### src/hdl/bad_pkg.sv
// ----------------------------------------------------------------------------
// bad_pkg
// Shared widths, constants and structs of the box-average downscaler.
// ----------------------------------------------------------------------------
package bad_pkg;

	localparam int MAX_WIDTH = 4096;
	localparam int MAX_HEIGHT = 4096;
	localparam int ADDR_W = $clog2(MAX_WIDTH);
	localparam int CFG_W = 13;
	localparam int SUM_W = 32;
	localparam int CNT_W = 25;
	localparam int PIX_W = 8;
	localparam int POS_W = 12;
	// running products (index + 1) * size stay below 2^25
	localparam int ACC_W = 26;

	localparam logic [1:0] REG_SOURCE_WIDTH = 2'd0;
	localparam logic [1:0] REG_SOURCE_HEIGHT = 2'd1;
	localparam logic [1:0] REG_TARGET_WIDTH = 2'd2;
	localparam logic [1:0] REG_TARGET_HEIGHT = 2'd3;

	typedef struct packed {
		logic [CNT_W-1:0] count;
		logic [SUM_W-1:0] blue;
		logic [SUM_W-1:0] green;
		logic [SUM_W-1:0] red;
	} bad_entry_t;

	typedef struct packed {
		logic we;
		logic [ADDR_W-1:0] addr;
		bad_entry_t data;
	} bad_mem_wr_t;

	typedef struct packed {
		logic start;
		logic [SUM_W-1:0] red;
		logic [SUM_W-1:0] green;
		logic [SUM_W-1:0] blue;
		logic [CNT_W-1:0] count;
	} bad_div_req_t;

	typedef struct packed {
		logic done;
		logic [PIX_W-1:0] red;
		logic [PIX_W-1:0] green;
		logic [PIX_W-1:0] blue;
	} bad_div_rsp_t;

endpackage

### src/hdl/bad_divider.sv
// ----------------------------------------------------------------------------
// bad_divider
// Restoring divider for the three channel averages. The quotient never
// exceeds eight bits, so eight steps, one quotient bit per cycle.
// ----------------------------------------------------------------------------
module bad_divider import bad_pkg::*; (
	input logic clk,
	input logic arst_n,
	input bad_div_req_t req,
	output bad_div_rsp_t rsp
);

	logic [SUM_W-1:0] rem_q [3];
	logic [PIX_W-1:0] quo_q [3];
	logic [SUM_W-1:0] dvs_q;
	logic [2:0] step_q;
	logic busy_q;
	logic done_q;

	always_ff @(posedge clk or negedge arst_n) begin
		if (!arst_n) begin
			busy_q <= 1'b0;
			done_q <= 1'b0;
			step_q <= '0;
		end else if (req.start) begin
			busy_q <= 1'b1;
			done_q <= 1'b0;
			step_q <= '0;
		end else if (busy_q) begin
			step_q <= step_q + 3'd1;
			if (step_q == 3'd7) begin
				busy_q <= 1'b0;
				done_q <= 1'b1;
			end
		end
	end

	always_ff @(posedge clk) begin
		if (req.start) begin
			rem_q[0] <= req.red;
			rem_q[1] <= req.green;
			rem_q[2] <= req.blue;
			// divisor starts aligned to the top quotient bit
			dvs_q <= {req.count, 7'd0};
		end else if (busy_q) begin
			for (int ch = 0; ch < 3; ch++) begin
				if (rem_q[ch] >= dvs_q) begin
					rem_q[ch] <= rem_q[ch] - dvs_q;
					quo_q[ch] <= {quo_q[ch][PIX_W-2:0], 1'b1};
				end else begin
					quo_q[ch] <= {quo_q[ch][PIX_W-2:0], 1'b0};
				end
			end
			dvs_q <= dvs_q >> 1;
		end
	end

	assign rsp.done = done_q;
	assign rsp.red = quo_q[0];
	assign rsp.green = quo_q[1];
	assign rsp.blue = quo_q[2];

endmodule

### config.mk
export PLATFORM = sky130hd
export DESIGN_NAME = bad_divider
export DESIGN_NICKNAME = d
export VERILOG_FILES = /design/src/hdl/bad_pkg.sv /design/src/hdl/bad_divider.sv
export SDC_FILE = /design/constraint.sdc
export NUM_CORES = 1
export LEC_CHECK = 0
export ABC_AREA = 1
export BUFFER_PORTS_ARGS = -buffer_cell sky130_fd_sc_hd__buf_2
export CORE_MARGIN = 2
export CORE_UTILIZATION = 56
export DETAILED_ROUTE_END_ITERATION = 10
export GPL_TIMING_DRIVEN = 0
export PLACE_DENSITY = 0.76
export SETUP_SLACK_MARGIN = 0.05
export SYNTH_ARGS = -nofsm -noshare
export SYNTH_HDL_FRONTEND = slang
export SYNTH_SLANG_ARGS = --single-unit
### constraint.sdc
create_clock -name clk -period 4.25 [get_ports clk]
set_input_delay 0.2125 -clock clk [delete_from_list [all_inputs] [get_ports clk]]
set_output_delay 0.2125 -clock clk [all_outputs]
set_load 0.01 [all_outputs]
==> flow_summary_export.csv <==
group,metric,value,unit
outcome,outcome,"complete, no violations",
critical_path,worstSetupPathType,"flop to flop",
critical_path,rr_endpoint,"rem_q[0][61]$_DFFE_PP_",
critical_path,cp_common_cell,"nand2_1",
critical_path,worst-r2r-setup-slack,490,ps
die,die_area,24210,µm²
yosys,yosys.area.top_type,"edfxtp_1",
route,viasPerCell,5.675,
clock_network,cts_tree,"built",
critical_path,path_cells,"inv_1 -> ha_1 -> nand2_1 -> inv_1 -> nand2_1 -> nand2_1 -> a21oi_1 -> nand3_1 -> nand2_1 -> nand2_1 -> nand2_2 -> buf_4 -> buf_2 -> nand2_1 -> buf_16 -> buf_8",
critical_path,startpoint_type,"flop",
yosys,synthTopCellsByArea,"edfxtp_1 34%, nand2_1 19%, ha_1 9.5%",
grt,grt_max_degree,33,
final_layout,mostFrequentLayoutCell,"nand2_1",
die,row_count,55,
clock_network,cts_buffers,17,
worst_hold_path,min_path_cells,3,
yosys,synth.top_cell.area_share,33.60,%
critical_path,cp.required,4460,ps
grt,grt.overflow.total,0,
clock_network,root_buffer,"clkbuf_16",
place,detailed_place_hpwl,33130,µm
power,p_per_area,856.4,nW/µm²
final_layout,nNetsFinal,2198,
critical_path,r2r_cells,16,
power,ir_worst_vdd,500.4,µV
worst_hold_path,hold_end,"dvs_q[31]$_DFFE_PP_",
critical_path,crit_buf_inv,6,
timing,setup_viol,0,
timing,slew_viol_final,0,
die,die_w,155.6,µm
place,place_congestion,0.9717,
power,power,0.01256,W
route,wl_per_cell,18.64,µm
route,wl,42350,µm
timing,period_minus_slack,3762,ps
timing,final.period_utilization,88.53,%
timing,slew_headroom,23.98,%
yosys,yosysWarningCount,0,
route,route.detailed.drc,0,
clock_network,cts_buffer_depth,2,
critical_path,critical_path_arrival,3970,ps
yosys,avgSynthCellArea,7.137,µm²
critical_path,crit_path_end_kind,"flop",
critical_path,cpLargestDelayFamily,"buffers and inverters",
clock_network,clk_pin_slew,80,ps
route,drtIter0Drc,1136,
power,p_clk_share,13.0,%
final_layout,syn_to_final_growth,14.01,%
timing,grt_setup_unrepaired,"no",
route,vias,12890,
clock_network,numClockSinks,157,
yosys,synth_cells,1803,
timing,hold_ws,31.88,ps
grt,grt_usage,35.17,%
die,io_pins,149,
yosys,synth.cell_area,12870,µm²
grt,antenna_found_initial,3,
final_layout,final_cells,2272,
critical_path,rr_startpoint,"dvs_q[14]$_DFFE_PP_",
power,pwr-share-comb,64.6,%
worst_hold_path,min-delay-start,"req[24]",
critical_path,worstPathMaxFanout,15,
power,pwr-share-seq,22.4,%
timing,hold_viol_final,0,
route,final_antenna_net_count,0,
yosys,seq_area_frac_synth,35.82,%
grt,grt_pass1_wl,64030,µm
die,initial_core_util,57.01,%
die,die_h,155.6,µm
power,power_leakage,7.298,nW
timing,setup_tns,0,ps
final_layout,drive_gt1_share,11.38,%
clock_network,cts_max_level,4,
place,port-buffer-count,147,
timing,finalClockSkew,14.41,ps
timing,worst_slew_pin_slew,1139,ps
route,firstDrtPassIters,7,
worst_hold_path,hp-class,"input pin to flop",
grt,grt_pass1_vias,12170,
timing,max_freq,265.8,MHz
yosys,ys_seq_elements,157,
critical_path,critPathSlowestCell,"inv_1",
clock_network,clk-insertion-delay-late,460,ps
flow_run,drv_cap,0,
clock_network,cts_setup_buffers,0,
yosys,syn_nets,2028,
power,power_switching,0.006402,W
critical_path,path_depth,16,
critical_path,max_stage_delay,400,ps
yosys,synth_cell_types,40,
final_layout,final_cell_mix,"641 x nand2_1, 178 x inv_1, 165 x nor2_1",
power,p_int,0.006162,W
final_layout,fillerInstances,2101,
place,placed_cells,2238,
die,core_area,22570,µm²
power,p_sw_share,50.96,%
[synthesized netlist by cell type]
cell type  count
o21ai_1        8
or2_2          1
nand3b_1       5
a22o_1         2
buf_2         14
ha_1          98
nor3_1        11
buf_4          4
dfrtp_1        5
or2_1          2
a21o_1         8
nor2_1       165
edfxtp_1     144
o21bai_1       9
clkbuf_1      22
inv_2          8
a31oi_1        1
inv_1        178
a21boi_0       3
nor2_4         1
buf_6          5
o21a_1         5
and2_1         5
xor2_1        45
nand2_1      642
nand2_2        5
a21oi_2        1
o22ai_1        6
nor2_2         2
xnor2_1        8
nand3_1       68
buf_1          3
o21ai_0       78
a21oi_1      115
fa_1           3
nor4_1         1
nand3_2        1
nand4_1      108
dfxtp_1        8
o211ai_1       5
[metrics by stage]
| step | cell area, µm² | util (%) | worst slack [ps] |
|---|---|---|---|
| 6_report | 14670 | 65.00 | 487.7 |
| 5_1_grt | 14670 | 65.00 | 255.7 |
| 4_1_cts | 14670 | 64.99 | 550.2 |
| 3_5_place_dp | 14040 | 62.20 | 46.73 |
| 3_3_place_gp | 13960 | 61.85 | -835.9 |
| 2_1_floorplan | 12870 | - | 484.2 |
[flip-flops by register name, summed over array words and instances (netlist names)]
signal / count
done_q: 1
rem_q: 96
dvs_q: 32
quo_q: 24
busy_q: 1
step_q: 3
[layer usage]
layer / track usage [%] / vias up / wire length, µm
met5: 0 / - / 0
met4: 15.90 / 0 / 1895
met3: 8.306 / 101 / 3789
met2: 56.51 / 508 / 19320
met1: 45.27 / 5887 / 17350
li1: - / 6397 / -
[how the worst max path moves through the flow]
| stage | startpoint | to | slack (ps) |
|---|---|---|---|
| after detailed placement | dvs_q[14]$_DFFE_PP_ | rem_q[0][14]$_DFFE_PP_ | 50 |
| after global routing | dvs_q[11]$_DFFE_PP_ | rem_q[0][23]$_DFFE_PP_ | 260 |
| after global placement | dvs_q[0]$_SDFFE_PP0P_ | rem_q[0][77]$_DFFE_PP_ | -840 |
| after CTS | dvs_q[14]$_DFFE_PP_ | rem_q[0][23]$_DFFE_PP_ | 550 |
| final | dvs_q[14]$_DFFE_PP_ | rem_q[0][61]$_DFFE_PP_ | 490 |
| after floorplan | dvs_q[0]$_SDFFE_PP0P_ | rem_q[0][64]$_DFFE_PP_ | 480 |
[worst min-delay path, cell delays in order]
cell,delay [ps]
buf_2,80
nand2_1,50
inv_1,50
[power groups by stage]
| stage | Clock [W] | Combinational [W] | Sequential, W |
|---|---|---|---|
| 2_1_floorplan | 0 | 0.00591 | 0.00280 |
| 3_3_place_gp | 0 | 0.00773 | 0.00285 |
| 3_5_place_dp | 0 | 0.00791 | 0.00284 |
| 4_1_cts | 0.00162 | 0.00796 | 0.00282 |
| 5_1_grt | 0.00169 | 0.00914 | 0.00286 |
| 6_report | 0.00164 | 0.00811 | 0.00282 |
[cells by family (layout without fill, tap and decap cells)]
family                     Yosys count  after routing  synth area share (%)
DFF                                157            157                 35.82
xor gates and xnor gates            53             53                 3.607
adders and majority gates          101            101                 9.995
other                                0              1                     0
buffers and inverters              234            417                 7.370
AOI/OAI and AO/OA                  241            241                 10.11
and+or+nand+nor                   1017           1017                 33.10
[what timing repair did]
| action | 4_1_cts | 5_1_grt |
|---|---|---|
| hold endpoints to repair | 5 | 0 |
| hold buffers | 1 | 0 |
| resized for setup | 1 | 0 |
| setup endpoints to repair | 32 | 0 |
[cell type report]
type / count / area, µm² / area share, %
Antenna cell: 1 / 2.502 / 0.01706
Tap cell: 285 / 356.6 / 2.430
Clock buffer: 17 / 425.4 / 2.900
Inverter: 186 / 698.2 / 4.759
Sequential cell: 157 / 4609 / 31.42
Clock inverter: 15 / 192.7 / 1.313
Timing Repair Buffer: 151 / 808.3 / 5.509
Buffer: 48 / 250.2 / 1.706
Multi-Input combinational cell: 1412 / 7328 / 49.95
Note: power is estimated with default switching activity, not from simulation.
